==> src/hdl/alb_pkg.sv <==
// Shared constants, register codes and configuration bundle for the brightness curve block.
package alb_pkg;

  localparam int FILTER_SHIFT = 3;
  localparam int FAIL_LIMIT   = 3;
  localparam int BRIGHT_MAX   = 1000;

  localparam int LUX_W    = 24;
  localparam int BRIGHT_W = 10;
  localparam int WHOLE_W  = 18;  // lux / 100 for a 24-bit reading
  localparam int ROOT_W   = 9;   // floor sqrt of an 18-bit value
  localparam int BASE_W   = 17;  // 8-bit factor times 9-bit root
  localparam int TGT_W    = 18;  // base plus half of base
  localparam int DVSR_W   = 7;
  localparam int CAP_W    = 15;

  localparam int DIV_CYCLES = LUX_W / 2;   // two quotient bits per cycle
  localparam int SQRT_STEPS = WHOLE_W / 2; // one bit pair per cycle

  localparam logic [DVSR_W-1:0] DIVISOR_LUX = 7'd100;
  localparam logic [DVSR_W-1:0] DIVISOR_PCT = 7'd10;

  localparam logic [LUX_W-1:0]    LOW_LIGHT_LIMIT = 24'd10000;
  localparam logic [BRIGHT_W-1:0] BAND_LOW        = 10'd150;
  localparam logic [BRIGHT_W-1:0] BAND_MID        = 10'd400;

  // offset table codes
  localparam logic [7:0] OFS_MINUS_50 = 8'd0;
  localparam logic [7:0] OFS_MINUS_30 = 8'd1;
  localparam logic [7:0] OFS_PLUS_30  = 8'd3;
  localparam logic [7:0] OFS_PLUS_50  = 8'd4;

  typedef enum logic [2:0] {
    REG_SQRT_FACTOR = 3'd0,
    REG_CAP_LOW     = 3'd1,
    REG_CAP_HIGH    = 3'd2,
    REG_MIN_BRIGHT  = 3'd3,
    REG_OFFSET_IDX  = 3'd4,
    REG_SLEW_LOW    = 3'd5,
    REG_SLEW_MID    = 3'd6,
    REG_SLEW_MAX    = 3'd7
  } reg_idx_t;

  typedef struct packed {
    logic [7:0]          sqrt_factor;
    logic [7:0]          cap_low_hundreds;
    logic [7:0]          cap_high_hundreds;
    logic [BRIGHT_W-1:0] min_brightness;
    logic [7:0]          offset_index;
    logic [BRIGHT_W-1:0] slew_up_low;
    logic [BRIGHT_W-1:0] slew_up_mid;
    logic [BRIGHT_W-1:0] slew_max;
  } cfg_t;

endpackage

==> src/hdl/alb_cfg.sv <==
// Configuration register file for the brightness curve block.
module alb_cfg
  import alb_pkg::*;
(
  input  logic        clk,
  input  logic        rst_n,
  input  logic        cfg_valid,
  output logic        cfg_ready,
  input  logic [2:0]  cfg_index,
  input  logic [9:0]  cfg_data,
  output cfg_t        cfg
);

  cfg_t cfg_r, cfg_nxt;

  assign cfg_ready = 1'b1;
  assign cfg = cfg_r;

  always_comb begin
    cfg_nxt = cfg_r;
    if (cfg_valid) begin
      case (cfg_index)
        REG_SQRT_FACTOR: cfg_nxt.sqrt_factor       = cfg_data[7:0];
        REG_CAP_LOW:     cfg_nxt.cap_low_hundreds  = cfg_data[7:0];
        REG_CAP_HIGH:    cfg_nxt.cap_high_hundreds = cfg_data[7:0];
        REG_MIN_BRIGHT:  cfg_nxt.min_brightness    = cfg_data;
        REG_OFFSET_IDX:  cfg_nxt.offset_index      = cfg_data[7:0];
        REG_SLEW_LOW:    cfg_nxt.slew_up_low       = cfg_data;
        REG_SLEW_MID:    cfg_nxt.slew_up_mid       = cfg_data;
        REG_SLEW_MAX:    cfg_nxt.slew_max          = cfg_data;
        default:         cfg_nxt = cfg_r;
      endcase
    end
  end

  always_ff @(posedge clk) begin
    if (!rst_n) begin
      cfg_r.sqrt_factor       <= 8'd10;
      cfg_r.cap_low_hundreds  <= 8'd5;
      cfg_r.cap_high_hundreds <= 8'd10;
      cfg_r.min_brightness    <= 10'd5;
      cfg_r.offset_index      <= 8'd2;
      cfg_r.slew_up_low       <= 10'd5;
      cfg_r.slew_up_mid       <= 10'd20;
      cfg_r.slew_max          <= 10'd50;
    end else begin
      cfg_r <= cfg_nxt;
    end
  end

endmodule

==> src/hdl/alb_div.sv <==
// Bit-serial restoring divider by a small constant, two quotient bits per cycle.
module alb_div
  import alb_pkg::*;
(
  input  logic              clk,
  input  logic              rst_n,
  input  logic              start,
  input  logic [LUX_W-1:0]  dividend,
  input  logic [DVSR_W-1:0] divisor,
  output logic              done,
  output logic [LUX_W-1:0]  quotient
);

  logic [LUX_W-1:0]  q_r, q_nxt;
  logic [DVSR_W-1:0] rem_r, rem_nxt, dvsr_r;
  logic [3:0]        cnt_r;
  logic              busy_r, done_r;
  logic [DVSR_W:0]   r1, r2;
  logic [DVSR_W-1:0] rem_mid;
  logic              b1, b2;

  always_comb begin
    r1      = {rem_r, q_r[LUX_W-1]};
    b1      = r1 >= {1'b0, dvsr_r};
    rem_mid = b1 ? DVSR_W'(r1 - {1'b0, dvsr_r}) : r1[DVSR_W-1:0];
    r2      = {rem_mid, q_r[LUX_W-2]};
    b2      = r2 >= {1'b0, dvsr_r};
    rem_nxt = b2 ? DVSR_W'(r2 - {1'b0, dvsr_r}) : r2[DVSR_W-1:0];
    q_nxt   = {q_r[LUX_W-3:0], b1, b2};
  end

  always_ff @(posedge clk) begin
    if (!rst_n) begin
      busy_r <= 1'b0;
      done_r <= 1'b0;
      cnt_r  <= 4'd0;
    end else begin
      done_r <= 1'b0;
      if (start) begin
        busy_r <= 1'b1;
        cnt_r  <= 4'd0;
      end else if (busy_r) begin
        if (cnt_r == 4'(DIV_CYCLES - 1)) begin
          busy_r <= 1'b0;
          done_r <= 1'b1;
        end else begin
          cnt_r <= cnt_r + 4'd1;
        end
      end
    end
  end

  always_ff @(posedge clk) begin
    if (start) begin
      q_r    <= dividend;
      rem_r  <= '0;
      dvsr_r <= divisor;
    end else if (busy_r) begin
      q_r   <= q_nxt;
      rem_r <= rem_nxt;
    end
  end

  assign done     = done_r;
  assign quotient = q_r;

  a_div_start: assert property (@(posedge clk) disable iff (!rst_n)
    start |=> busy_r && cnt_r == 4'd0 && !done_r)
    else $error("divider did not restart on start");

endmodule

==> src/hdl/alb_sqrt.sv <==
// Digit-serial integer square root, one bit pair of the radicand per cycle.
module alb_sqrt
  import alb_pkg::*;
(
  input  logic               clk,
  input  logic               rst_n,
  input  logic               start,
  input  logic [WHOLE_W-1:0] radicand,
  output logic               done,
  output logic [ROOT_W-1:0]  root
);

  logic [WHOLE_W-1:0] x_r;
  logic [ROOT_W:0]    rem_r;    // remainder never exceeds twice the root
  logic [ROOT_W-1:0]  root_r;
  logic [3:0]         cnt_r;
  logic               busy_r, done_r;
  logic [ROOT_W+2:0]  rem_sh, trial;
  logic               ge;

  always_comb begin
    rem_sh = {rem_r, x_r[WHOLE_W-1 -: 2]};
    trial  = {1'b0, root_r, 2'b01};
    ge     = rem_sh >= trial;
  end

  always_ff @(posedge clk) begin
    if (!rst_n) begin
      busy_r <= 1'b0;
      done_r <= 1'b0;
      cnt_r  <= 4'd0;
    end else begin
      done_r <= 1'b0;
      if (start) begin
        busy_r <= 1'b1;
        cnt_r  <= 4'd0;
      end else if (busy_r) begin
        if (cnt_r == 4'(SQRT_STEPS - 1)) begin
          busy_r <= 1'b0;
          done_r <= 1'b1;
        end else begin
          cnt_r <= cnt_r + 4'd1;
        end
      end
    end
  end

  always_ff @(posedge clk) begin
    if (start) begin
      x_r    <= radicand;
      rem_r  <= '0;
      root_r <= '0;
    end else if (busy_r) begin
      x_r    <= {x_r[WHOLE_W-3:0], 2'b00};
      rem_r  <= ge ? (ROOT_W+1)'(rem_sh - trial) : rem_sh[ROOT_W:0];
      root_r <= {root_r[ROOT_W-2:0], ge};
    end
  end

  assign done = done_r;
  assign root = root_r;

  a_sqrt_cnt: assert property (@(posedge clk) disable iff (!rst_n)
    busy_r |-> cnt_r <= 4'(SQRT_STEPS - 1))
    else $error("square root step count out of range");

endmodule

==> src/hdl/ambient_light_brightness_curve_core.sv <==
// Top level: reading filter, curve sequencer, clamps, slew limit and result register.
// A good read runs the divide by 100, the bit-pair square root, the multiply, the offset and the
// clamps; a +/-30 percent offset adds a serial divide by 10, and a failed read goes straight to
// the result. One item in work at a time: in_stall stays high until the result is registered.
// Synchronous active-low reset clears state, loads config defaults.
module ambient_light_brightness_curve_core
  import alb_pkg::*;
(
  input  logic                clk,
  input  logic                rst_n,
  input  logic                in_valid,
  output logic                in_stall,
  input  logic [LUX_W-1:0]    in_lux_hundredths,
  input  logic                in_read_failed,
  input  logic                in_test_mode,
  output logic                out_valid,
  input  logic                out_stall,
  output logic [BRIGHT_W-1:0] out_brightness,
  output logic                out_brightness_valid,
  output logic [LUX_W-1:0]    out_filtered_lux,
  output logic                out_sensor_failed,
  output logic                out_error_raised,
  input  logic                cfg_valid,
  output logic                cfg_ready,
  input  logic [2:0]          cfg_index,
  input  logic [9:0]          cfg_data
);

  typedef enum logic [8:0] {
    ST_IDLE = 9'b000000001,
    ST_DIV1 = 9'b000000010,
    ST_SQRT = 9'b000000100,
    ST_MUL  = 9'b000001000,
    ST_OFS  = 9'b000010000,
    ST_DIV2 = 9'b000100000,
    ST_FIN1 = 9'b001000000,
    ST_FIN2 = 9'b010000000,
    ST_DONE = 9'b100000000
  } state_t;

  cfg_t cfg;

  state_t              state_r, state_nxt;
  logic [LUX_W-1:0]    avg_r;
  logic                seeded_r, last_seeded_r;
  logic [BRIGHT_W-1:0] last_r;
  logic [3:0]          fail_cnt_r;
  logic                failed_r, raise_r, low_light_r, neg_r;
  logic                div_start_r, sqrt_start_r;
  logic [BASE_W-1:0]   base_r, delta_r;
  logic [CAP_W-1:0]    cap_r;
  logic [BRIGHT_W-1:0] tgt_r;

  logic                out_valid_r, out_bvalid_r, out_failed_r, out_err_r;
  logic [BRIGHT_W-1:0] out_bright_r;
  logic [LUX_W-1:0]    out_lux_r;

  logic                in_xfer, out_free;
  logic                div_done, sqrt_done;
  logic [LUX_W-1:0]    div_dividend, div_quot;
  logic [DVSR_W-1:0]   div_divisor;
  logic [ROOT_W-1:0]   root;
  logic [LUX_W-1:0]    avg_nxt;
  logic [3:0]          cnt_inc;
  logic [BASE_W-1:0]   prod;
  logic [BASE_W+1:0]   base3;
  logic [CAP_W-1:0]    cap_sel;
  logic [7:0]          cap_h;
  logic [TGT_W-1:0]    sum, t_min, t_cap, t_full;
  logic [BRIGHT_W-1:0] slew_up, rise, fall, slewed;
  logic [BRIGHT_W:0]   lim_up;

  alb_cfg u_cfg (
    .clk       (clk),
    .rst_n     (rst_n),
    .cfg_valid (cfg_valid),
    .cfg_ready (cfg_ready),
    .cfg_index (cfg_index),
    .cfg_data  (cfg_data),
    .cfg       (cfg)
  );

  assign base3        = {1'b0, base_r, 1'b0} + {2'b00, base_r};
  assign div_dividend = (state_r == ST_DIV2) ? LUX_W'(base3) : avg_r;
  assign div_divisor  = (state_r == ST_DIV2) ? DIVISOR_PCT : DIVISOR_LUX;

  alb_div u_div (
    .clk      (clk),
    .rst_n    (rst_n),
    .start    (div_start_r),
    .dividend (div_dividend),
    .divisor  (div_divisor),
    .done     (div_done),
    .quotient (div_quot)
  );

  alb_sqrt u_sqrt (
    .clk      (clk),
    .rst_n    (rst_n),
    .start    (sqrt_start_r),
    .radicand (div_quot[WHOLE_W-1:0]),
    .done     (sqrt_done),
    .root     (root)
  );

  assign in_stall = (state_r != ST_IDLE);
  assign in_xfer  = in_valid && !in_stall;
  assign out_free = !out_valid_r || !out_stall;

  always_comb begin
    avg_nxt = seeded_r
      ? LUX_W'(avg_r - (avg_r >> FILTER_SHIFT) + (in_lux_hundredths >> FILTER_SHIFT))
      : in_lux_hundredths;
    cnt_inc = fail_cnt_r + 4'd1;
    prod    = {{(BASE_W-8){1'b0}}, cfg.sqrt_factor} * {{(BASE_W-ROOT_W){1'b0}}, root};
    cap_h   = low_light_r ? cfg.cap_low_hundreds : cfg.cap_high_hundreds;
    // hundreds times 100 as 64 + 32 + 4
    cap_sel = ({cap_h, 6'd0} + {1'b0, cap_h, 5'd0}) + {5'd0, cap_h, 2'd0};

    sum    = neg_r ? ({1'b0, base_r} - {1'b0, delta_r}) : ({1'b0, base_r} + {1'b0, delta_r});
    t_min  = (sum < TGT_W'(cfg.min_brightness)) ? TGT_W'(cfg.min_brightness) : sum;
    t_cap  = (t_min > TGT_W'(cap_r)) ? TGT_W'(cap_r) : t_min;
    t_full = (t_cap > TGT_W'(BRIGHT_MAX)) ? TGT_W'(BRIGHT_MAX) : t_cap;

    if (last_r < BAND_LOW)       slew_up = cfg.slew_up_low;
    else if (last_r < BAND_MID)  slew_up = cfg.slew_up_mid;
    else                         slew_up = cfg.slew_max;
    rise   = tgt_r - last_r;
    fall   = last_r - tgt_r;
    lim_up = {1'b0, last_r} + {1'b0, slew_up};
    slewed = tgt_r;
    if (last_seeded_r) begin
      if (tgt_r > last_r) begin
        if (rise > slew_up) slewed = lim_up[BRIGHT_W-1:0];
      end else if (fall > cfg.slew_max) begin
        slewed = last_r - cfg.slew_max;
      end
    end
  end

  always_comb begin
    state_nxt = state_r;
    case (state_r)
      ST_IDLE: if (in_xfer) state_nxt = in_read_failed ? ST_DONE : ST_DIV1;
      ST_DIV1: if (div_done) state_nxt = ST_SQRT;
      ST_SQRT: if (sqrt_done) state_nxt = ST_MUL;
      ST_MUL:  state_nxt = ST_OFS;
      ST_OFS: begin
        if (cfg.offset_index == OFS_MINUS_30 || cfg.offset_index == OFS_PLUS_30)
          state_nxt = ST_DIV2;
        else
          state_nxt = ST_FIN1;
      end
      ST_DIV2: if (div_done) state_nxt = ST_FIN1;
      ST_FIN1: state_nxt = ST_FIN2;
      ST_FIN2: state_nxt = ST_DONE;
      ST_DONE: if (out_free) state_nxt = ST_IDLE;
      default: state_nxt = ST_IDLE;
    endcase
  end

  always_ff @(posedge clk) begin
    if (!rst_n) begin
      state_r       <= ST_IDLE;
      avg_r         <= '0;
      seeded_r      <= 1'b0;
      last_r        <= '0;
      last_seeded_r <= 1'b0;
      fail_cnt_r    <= '0;
      div_start_r   <= 1'b0;
      sqrt_start_r  <= 1'b0;
      out_valid_r   <= 1'b0;
    end else begin
      state_r      <= state_nxt;
      div_start_r  <= 1'b0;
      sqrt_start_r <= 1'b0;
      if (in_xfer) begin
        if (in_read_failed) begin
          fail_cnt_r <= (cnt_inc >= 4'(FAIL_LIMIT)) ? 4'd0 : cnt_inc;
        end else begin
          fail_cnt_r  <= '0;
          avg_r       <= avg_nxt;
          seeded_r    <= 1'b1;
          div_start_r <= 1'b1;
        end
      end
      if (state_r == ST_DIV1 && div_done) sqrt_start_r <= 1'b1;
      if (state_r == ST_OFS && state_nxt == ST_DIV2) div_start_r <= 1'b1;
      if (state_r == ST_FIN2) begin
        last_r        <= slewed;
        last_seeded_r <= 1'b1;
      end
      if (state_r == ST_DONE && out_free) out_valid_r <= 1'b1;
      else if (!out_stall)                out_valid_r <= 1'b0;
    end
  end

  // datapath and result payload
  always_ff @(posedge clk) begin
    if (in_xfer) begin
      failed_r <= in_read_failed;
      raise_r  <= in_read_failed && (cnt_inc >= 4'(FAIL_LIMIT)) && !in_test_mode;
    end
    if (state_r == ST_DIV1 && div_done) low_light_r <= (div_quot <= LOW_LIGHT_LIMIT);
    if (state_r == ST_MUL) base_r <= prod;
    if (state_r == ST_OFS) begin
      cap_r <= cap_sel;
      neg_r <= (cfg.offset_index == OFS_MINUS_50 || cfg.offset_index == OFS_MINUS_30);
      if (cfg.offset_index == OFS_MINUS_50 || cfg.offset_index == OFS_PLUS_50)
        delta_r <= base_r >> 1;
      else
        delta_r <= '0;
    end
    if (state_r == ST_DIV2 && div_done) delta_r <= div_quot[BASE_W-1:0];
    if (state_r == ST_FIN1) tgt_r <= t_full[BRIGHT_W-1:0];
    if (state_r == ST_DONE && out_free) begin
      out_bright_r <= last_r;
      out_bvalid_r <= !failed_r;
      out_lux_r    <= avg_r;
      out_failed_r <= failed_r;
      out_err_r    <= raise_r;
    end
  end

  assign out_valid            = out_valid_r;
  assign out_brightness       = out_bright_r;
  assign out_brightness_valid = out_bvalid_r;
  assign out_filtered_lux     = out_lux_r;
  assign out_sensor_failed    = out_failed_r;
  assign out_error_raised     = out_err_r;

  a_fail_fast: assert property (@(posedge clk) disable iff (!rst_n)
    in_xfer && in_read_failed |=> state_r == ST_DONE)
    else $error("failed read did not go straight to result");

  a_bright_max: assert property (@(posedge clk) disable iff (!rst_n)
    out_valid_r |-> out_bright_r <= BRIGHT_W'(BRIGHT_MAX))
    else $error("brightness above full scale");

  a_err_only_fail: assert property (@(posedge clk) disable iff (!rst_n)
    out_valid_r && out_err_r |-> out_failed_r && !out_bvalid_r)
    else $error("error flag on a good read");

  a_fail_cnt: assert property (@(posedge clk) disable iff (!rst_n)
    fail_cnt_r < 4'(FAIL_LIMIT))
    else $error("fail count past limit");

endmodule
==> config.mk <==
export PLATFORM = sky130hd
export DESIGN_NAME = ambient_light_brightness_curve_core
export DESIGN_NICKNAME = d
export VERILOG_FILES = /design/src/hdl/alb_pkg.sv /design/src/hdl/alb_cfg.sv /design/src/hdl/alb_div.sv /design/src/hdl/alb_sqrt.sv /design/src/hdl/ambient_light_brightness_curve_core.sv
export SDC_FILE = /design/constraint.sdc
export NUM_CORES = 1
export LEC_CHECK = 0
export BUFFER_PORTS_ARGS = -buffer_cell sky130_fd_sc_hd__buf_2
export CAP_MARGIN = 20
export CORE_ASPECT_RATIO = 0.6
export CORE_MARGIN = 8
export CORE_UTILIZATION = 50
export CTS_CLUSTER_DIAMETER = 120
export CTS_CLUSTER_SIZE = 10
export DETAILED_ROUTE_END_ITERATION = 6
export PLACE_DENSITY = 0.71
export SYNTH_ARGS = -nofsm -noshare
export SYNTH_HDL_FRONTEND = slang
export SYNTH_SLANG_ARGS = --single-unit
==> constraint.sdc <==
create_clock -name clk -period 7.39 [get_ports clk]
set_input_delay 1.8475 -clock clk [delete_from_list [all_inputs] [get_ports clk]]
set_output_delay 1.8475 -clock clk [all_outputs]
set_load 0.005 [all_outputs]
==> flow_metrics.env, run 1 <==
export IMPL_clk_latency_ns=0.55
export IMPL_fin_cells=3154
export IMPL_layout_commonest_cell="nand2_1"
export IMPL_synth_area_mm2=0.02213
export IMPL_clk_pin_slew_worst_paths_ns=0.06
export IMPL_synth_top_flop_cell="dfxtp_1"
export IMPL_synth_edf_count=142
export IMPL_fp_dieH_um=179.0
export IMPL_first_global_vias=17660
export IMPL_crit_start="delta_r[0]"
export IMPL_drc=0
export IMPL_crit_type="register to register"
export IMPL_min_path_type="register to register"
export IMPL_path_max_fanout=13
export IMPL_grt_overflow=0
export IMPL_critical_path_max_stage_delay_ns=0.58
export IMPL_port_buffers=82
export IMPL_final_cell_mix="nand2_1 (316), inv_1 (277), a21oi_1 (218)"
export IMPL_synth_yosys_seq_area_share=0.3392
export IMPL_path_buf_inv=1
export IMPL_ys_ff_latch=304
export IMPL_core_area_mm2=0.04348
export IMPL_end_kind="register"
export IMPL_vias_per_cell=5.856
export IMPL_min_period_ns=6.921
export IMPL_startpoint_type="register"
export IMPL_slew_viol_final=0
export IMPL_io_pins=84
export IMPL_cts_buffer_depth=3
export IMPL_power_mw=4.639
export IMPL_clkSinkCount=304
export IMPL_p_per_area_mw_per_mm2=192.5
export IMPL_ir_drop_mv=0.1672
export IMPL_finalHoldViolCount=0
export IMPL_critPathMostFrequentCell="ha_1"
export IMPL_fin_skew_ns=0.03304
export IMPL_grt_pass1_wl_mm=100.5
export IMPL_final_setup_viol_count=0
export IMPL_slowest_stage="or3_4"
export IMPL_max_freq_mhz=144.5
export IMPL_endpoint="tgt_r[3]"
export IMPL_drive_gt1_frac=0.07146
export IMPL_drtPass1Iterations=6
export IMPL_synth_cell_types=79
export IMPL_die_x_um=287.6
export IMPL_r2r_cells=26
export IMPL_place_gp_congestion=0.9416
export IMPL_reg2reg_from="delta_r[0]"
export IMPL_path_delay_family="compound AO/OA/AOI/OAI gates"
export IMPL_status="complete, no violations"
export IMPL_synth_fp_nets=2844
export IMPL_worst_slew_pin_slew_ns=1.175
export IMPL_place_inst=3090
export IMPL_worstPathArrival_ns=7.20
export IMPL_drt_iter0_drc=1873
export IMPL_rsz0062_at_grt="no"
export IMPL_power_leakage_nw=10.48
export IMPL_setup_tns_ns=0
export IMPL_synthArstFlopShare=0
export IMPL_cts_hold_buffers=0
export IMPL_start_util=0.5090
export IMPL_postRouteAntennaNets=0
export IMPL_place_hpwl_mm=49.23
export IMPL_wl_per_cell_um=20.49
export IMPL_nets=2884
export IMPL_max_slew_margin=0.2165
export IMPL_grtUsageTotal=0.2471
export IMPL_routed_wirelength_mm=64.64
export IMPL_drv_cap=0
export IMPL_rows=59
export IMPL_postSynthAreaPerCell_um2=8.818
export IMPL_worst_slack_ns=0.4692
export IMPL_grt_start_max_net_pins=92
export IMPL_cp_depth=26
export IMPL_htreeDepth=2
export IMPL_fin_crit_sh=0.9365
export IMPL_syn_inst=2510
export IMPL_cts_tree="done"
export IMPL_numCtsBuffers=36
export IMPL_r2r_setup_slack_ns=0.47
export IMPL_die_area_mm2=0.05147
export IMPL_antenna_found_initial=1
export IMPL_antenna_cells=0
export IMPL_yosysWarnings=0
export IMPL_worstReg2RegEnd="tgt_r[3]"
export IMPL_root_buffer="clkbuf_16"
export IMPL_syn_to_final_growth_pct=8.876
export IMPL_via_count=18470
export IMPL_place_ws_ns=0.3898
export IMPL_worst_ep_required_time_ns=7.67
## synthesized netlist by cell type, types with 18 or more instances
master / count / share of area
nand3_1: 56 / 0.013
xor2_1: 41 / 0.016
edfxtp_1: 142 / 0.19
nand2b_1: 25 / 0.0071
a21o_1: 48 / 0.016
clkbuf_1: 78 / 0.013
xnor2_1: 84 / 0.033
mux2i_1: 48 / 0.022
nor3_1: 43 / 0.0097
a21oi_1: 219 / 0.050
mux2_2: 26 / 0.013
nor2b_1: 31 / 0.0088
ha_1: 214 / 0.12
o21ai_0: 90 / 0.020
nor2_1: 181 / 0.031
dfxtp_1: 162 / 0.15
and2_1: 45 / 0.013
inv_1: 278 / 0.047
a211oi_1: 44 / 0.015
nand2_1: 316 / 0.054
o21a_1: 18 / 0.0061
fa_1: 76 / 0.069
## cell type report
type,count,area [um2]
multi-input combinational,1832,13230
sequential,304,7507
fill,3859,19380
clock buffer,60,1012
timing repair buffer,97,523.0
clock inverter,3,55.05
inverter,279,1047
tap,579,724.4
## power by group
part / internal [mW] / total (mW) / switching, mW
Sequential: 1.84 / 1.93 / 0.0916
Combinational: 0.425 / 1.02 / 0.600
Clock: 0.940 / 1.69 / 0.746
Total: 3.20 / 4.64 / 1.44
## stage by stage
step | utilization | hold WS [ns] | area, um2
3_3_place_gp | 0.5292 | 0.4053 | 23010
6_report | 0.5542 | 0.4315 | 24100
5_1_grt | 0.5542 | 0.4505 | 24100
2_1_floorplan | - | 0.4003 | 22130
3_5_place_dp | 0.5292 | 0.4257 | 23010
4_1_cts | 0.5538 | 0.4385 | 24080
## cell families after synthesis
kind of cell | synth area share
AND/OR/NAND/NOR | 0.1596
AO/OA/AOI/OAI | 0.1603
buffers and inverters | 0.06439
flip-flops | 0.3392
adder cells (fa/ha/maj) | 0.1897
XOR/XNOR | 0.04947
multiplexers | 0.03714
other | 0.0001694
## routing by layer
layer,track usage,part of all wire,up-vias
li1,-,-,8756
met1,0.3725,0.48,8807
met2,0.3386,0.39,804
met3,0.07823,0.11,100
met4,0.05352,0.020,2
met5,0,0.00026,-
## worst min-delay path by stage
stage             from                to  slack, ns  depth (start not counted)
2_1_floorplan  raise_r  out_error_raised       0.40                          0
3_3_place_gp   raise_r  out_error_raised       0.41                          0
3_5_place_dp   raise_r  out_error_raised       0.43                          0
4_1_cts        raise_r  out_error_raised       0.44                          0
5_1_grt        raise_r  out_error_raised       0.45                          0
6_report       raise_r  out_error_raised       0.43                          0
## registers in the layout, indices dropped and copies added, names as in the netlist, 7 cells and up
signal and count:
u_div.quotient 24, base_r 17, u_cfg.cfg 72, cap_r 13, out_brightness 10, u_sqrt.root 9
state_r 9, out_filtered_lux 24, u_sqrt.x_r 18, u_sqrt.rem_r 10, tgt_r 10, avg_r 24
last_r 10, u_div.rem_r 7, delta_r 17
## worst reg2reg max path: stages, from the launching register on
cell       delay, ns
edfxtp_1        0.42
inv_1           0.12
ha_1            0.25
a21oi_1         0.12
xnor2_1         0.16
ha_1            0.35
nand2_1         0.11
a211oi_1        0.37
nor2b_1         0.15
xnor2_1         0.32
ha_1            0.31
a2111oi_0       0.40
o21a_1          0.20
o21ai_0         0.25
or3_4           0.58
mux2_4          0.35
ha_1            0.30
o21a_1          0.17
o21ai_0         0.16
nand2b_1        0.07
a21oi_1         0.14
o21ai_0         0.09
a31oi_1         0.20
a21oi_1         0.09
a211oi_1        0.37
o311a_1         0.37
o2bb2a_1        0.25
## what timing repair did
| item | CTS | global route |
|---|---|---|
| buffers inserted | 0 | 0 |
| endpoints found under the hold margin | 0 | 0 |
| resized for setup | 0 | 2 |
| setup endpoints to repair | 0 | 8 |
Note: power is estimated with default switching activity, not from simulation.
==> run 2: changes to the inputs <==
--- a/config.mk
+++ b/config.mk
@@ -5,7 +5,6 @@
 export SDC_FILE = /design/constraint.sdc
 export NUM_CORES = 1
 export LEC_CHECK = 0
-export BUFFER_PORTS_ARGS = -buffer_cell sky130_fd_sc_hd__buf_2
 export CAP_MARGIN = 20
 export CORE_ASPECT_RATIO = 0.6
 export CORE_MARGIN = 8
@@ -13,7 +12,8 @@
 export CTS_CLUSTER_DIAMETER = 120
 export CTS_CLUSTER_SIZE = 10
 export DETAILED_ROUTE_END_ITERATION = 6
-export PLACE_DENSITY = 0.71
+export DONT_BUFFER_PORTS = 1
+export PLACE_DENSITY = 0.69
 export SYNTH_ARGS = -nofsm -noshare
 export SYNTH_HDL_FRONTEND = slang
 export SYNTH_SLANG_ARGS = --single-unit
==> run 2 against run 1 <==
Worst setup slack worse by 0.027 ns. Clock skew is 0.0044 ns higher. Clock-buffer cell count is 1 lower. Utilization is 0.98 points lower. Hold slack worse by 0.0082 ns. Sequential share of layout area is 0.56 points higher. Maximum frequency is 0.39% lower. Sequential power hardly changed. Total power is 0.98% lower. Largest cell class unchanged. Non-clock buffer count is 83 lower. Critical path depth is 2 lower.
==> flow_metrics.env, run 2 (synthesis gave the netlist of run 1 again) <==
export IMPL_status="complete, no violations"
export IMPL_cp_depth=24
export IMPL_worst_slew_pin_slew_ns=1.144
export IMPL_clkSinkCount=304
export IMPL_finalHoldViolCount=0
export IMPL_final_setup_viol_count=0
export IMPL_grtUsageTotal=0.2461
export IMPL_grt_overflow=0
export IMPL_place_gp_congestion=0.9662
export IMPL_path_max_fanout=13
export IMPL_worstPathArrival_ns=7.24
export IMPL_syn_to_final_growth_pct=6.942
export IMPL_postRouteAntennaNets=0
export IMPL_path_delay_family="compound AO/OA/AOI/OAI gates"
export IMPL_drc=0
export IMPL_largest_reg_flops=72
export IMPL_max_freq_mhz=143.9
export IMPL_crit_chain="nor4_1 -> nand2_1 -> nor2_1 -> nor2_1 -> xnor2_1 -> ha_1 -> a21oi_1 -> o21ai_1 -> or3_1 -> a31o_1 -> or3_4 -> or3_4 -> mux2_4 -> ha_1 -> o21a_1 -> o21ai_0 -> nand2b_1 -> a21oi_1 -> o21ai_0 -> a31oi_1 -> a21oi_1 -> a211oi_1 -> o311a_1 -> o2bb2a_1"
export IMPL_layout_commonest_cell="nand2_1"
export IMPL_antenna_cells=0
export IMPL_clk_latency_ns=0.56
export IMPL_power_leakage_nw=10.15
export IMPL_slew_viol_final=0
export IMPL_min_period_ns=6.948
export IMPL_place_hpwl_mm=49.55
export IMPL_die_area_mm2=0.05147
export IMPL_antenna_found_initial=0
export IMPL_first_global_vias=16890
export IMPL_ir_drop_mv=0.1798
export IMPL_p_per_area_mw_per_mm2=194.1
export IMPL_drt_iter0_drc=2024
export IMPL_drv_cap=0
export IMPL_cts_tree="done"
export IMPL_cts_hold_buffers=0
export IMPL_drtPass1Iterations=6
export IMPL_setup_tns_ns=0
export IMPL_end_kind="register"
export IMPL_rows=59
export IMPL_max_slew_margin=0.2315
export IMPL_worstReg2RegEnd="tgt_r[3]"
export IMPL_min_path_type="register to register"
export IMPL_power_mw=4.594
export IMPL_worst_ep_required_time_ns=7.69
export IMPL_via_count=18290
export IMPL_clk_pin_slew_worst_paths_ns=0.06
export IMPL_final_cell_mix="nand2_1 (316), inv_1 (277), a21oi_1 (218)"
export IMPL_critPathMostFrequentCell="a21oi_1"
export IMPL_vias_per_cell=5.955
export IMPL_core_area_mm2=0.04348
export IMPL_n_fill_cell=3888
export IMPL_crit_start="delta_r[2]"
export IMPL_wl_per_cell_um=21.01
export IMPL_numCtsBuffers=36
export IMPL_whs_path_depth=0
export IMPL_r2r_cells=24
export IMPL_die_x_um=287.6
export IMPL_slowest_stage="nor4_1"
export IMPL_startpoint_type="register"
export IMPL_critical_path_max_stage_delay_ns=0.52
export IMPL_fp_dieH_um=179.0
export IMPL_cts_buffer_depth=3
export IMPL_reg2reg_from="delta_r[2]"
export IMPL_io_pins=84
export IMPL_rsz0062_at_grt="no"
export IMPL_holdWs_ns=0.4233
export IMPL_crit_type="register to register"
export IMPL_path_buf_inv=0
export IMPL_port_buffers=0
export IMPL_grt_start_max_net_pins=68
export IMPL_start_util=0.5090
export IMPL_r2r_setup_slack_ns=0.44
export IMPL_routed_wirelength_mm=64.52
export IMPL_root_buffer="clkbuf_16"
export IMPL_drive_gt1_frac=0.04013
export IMPL_endpoint="tgt_r[3]"
export IMPL_fin_skew_ns=0.03748
export IMPL_htreeDepth=2
export IMPL_grt_pass1_wl_mm=99.50
export IMPL_fin_crit_sh=0.9401
export IMPL_nets=2801
-- run 2: layout make-up --
type / instances / area [um2] / area share
Inverter: 279 / 1049 / 0.04430
Clock buffer: 59 / 987.2 / 0.04171
Tap cell: 579 / 724.4 / 0.03061
Clock inverter: 4 / 75.07 / 0.003172
Timing Repair Buffer: 14 / 105.1 / 0.004440
Sequential cell: 304 / 7507 / 0.3172
Multi-Input combinational cell: 1832 / 13220 / 0.5586
-- run 2: worst min path at each step --
| stage | end | startpoint |
|---|---|---|
| 6_report | out_error_raised | raise_r |
| 5_1_grt | out_error_raised | raise_r |
| 4_1_cts | out_error_raised | raise_r |
| 3_5_place_dp | out_error_raised | raise_r |
| 3_3_place_gp | out_error_raised | raise_r |
| 2_1_floorplan | out_error_raised | raise_r |
-- run 2: per-layer routing --
layer / vias up / track usage / part of all wire
met3: 70 / 0.08076 / 0.12
met5: - / 0 / 0
met2: 838 / 0.3360 / 0.39
met1: 8780 / 0.3726 / 0.47
li1: 8600 / - / -
met4: 0 / 0.04704 / 0.016
-- run 2: where the power goes --
group,leakage (nW),total [mW],switching [mW],internal [mW]
Clock,0.503,1.67,0.746,0.925
Combinational,7.03,0.995,0.580,0.414
Sequential,2.61,1.93,0.0918,1.84
Total,10.1,4.59,1.42,3.18
-- run 2: metrics by stage --
| step | utilization | std cells | worst slack [ns] | instance area (um2) |
|---|---|---|---|---|
| final | 0.5444 | 3071 | 0.4423 | 23670 |
| after global routing | 0.5444 | 3071 | 0.2073 | 23670 |
| after CTS | 0.5442 | 3071 | 0.4208 | 23660 |
| after detailed placement | 0.5198 | 3008 | 0.4553 | 22600 |
| after global placement | 0.5198 | 3008 | 0.5352 | 22600 |
| after floorplan | - | 2510 | 1.408 | 22130 |
-- run 2: what timing repair did --
action                                  CTS  global route
resized for setup                         0             1
endpoints found under the setup margin    0             1
buffers inserted                          0             0
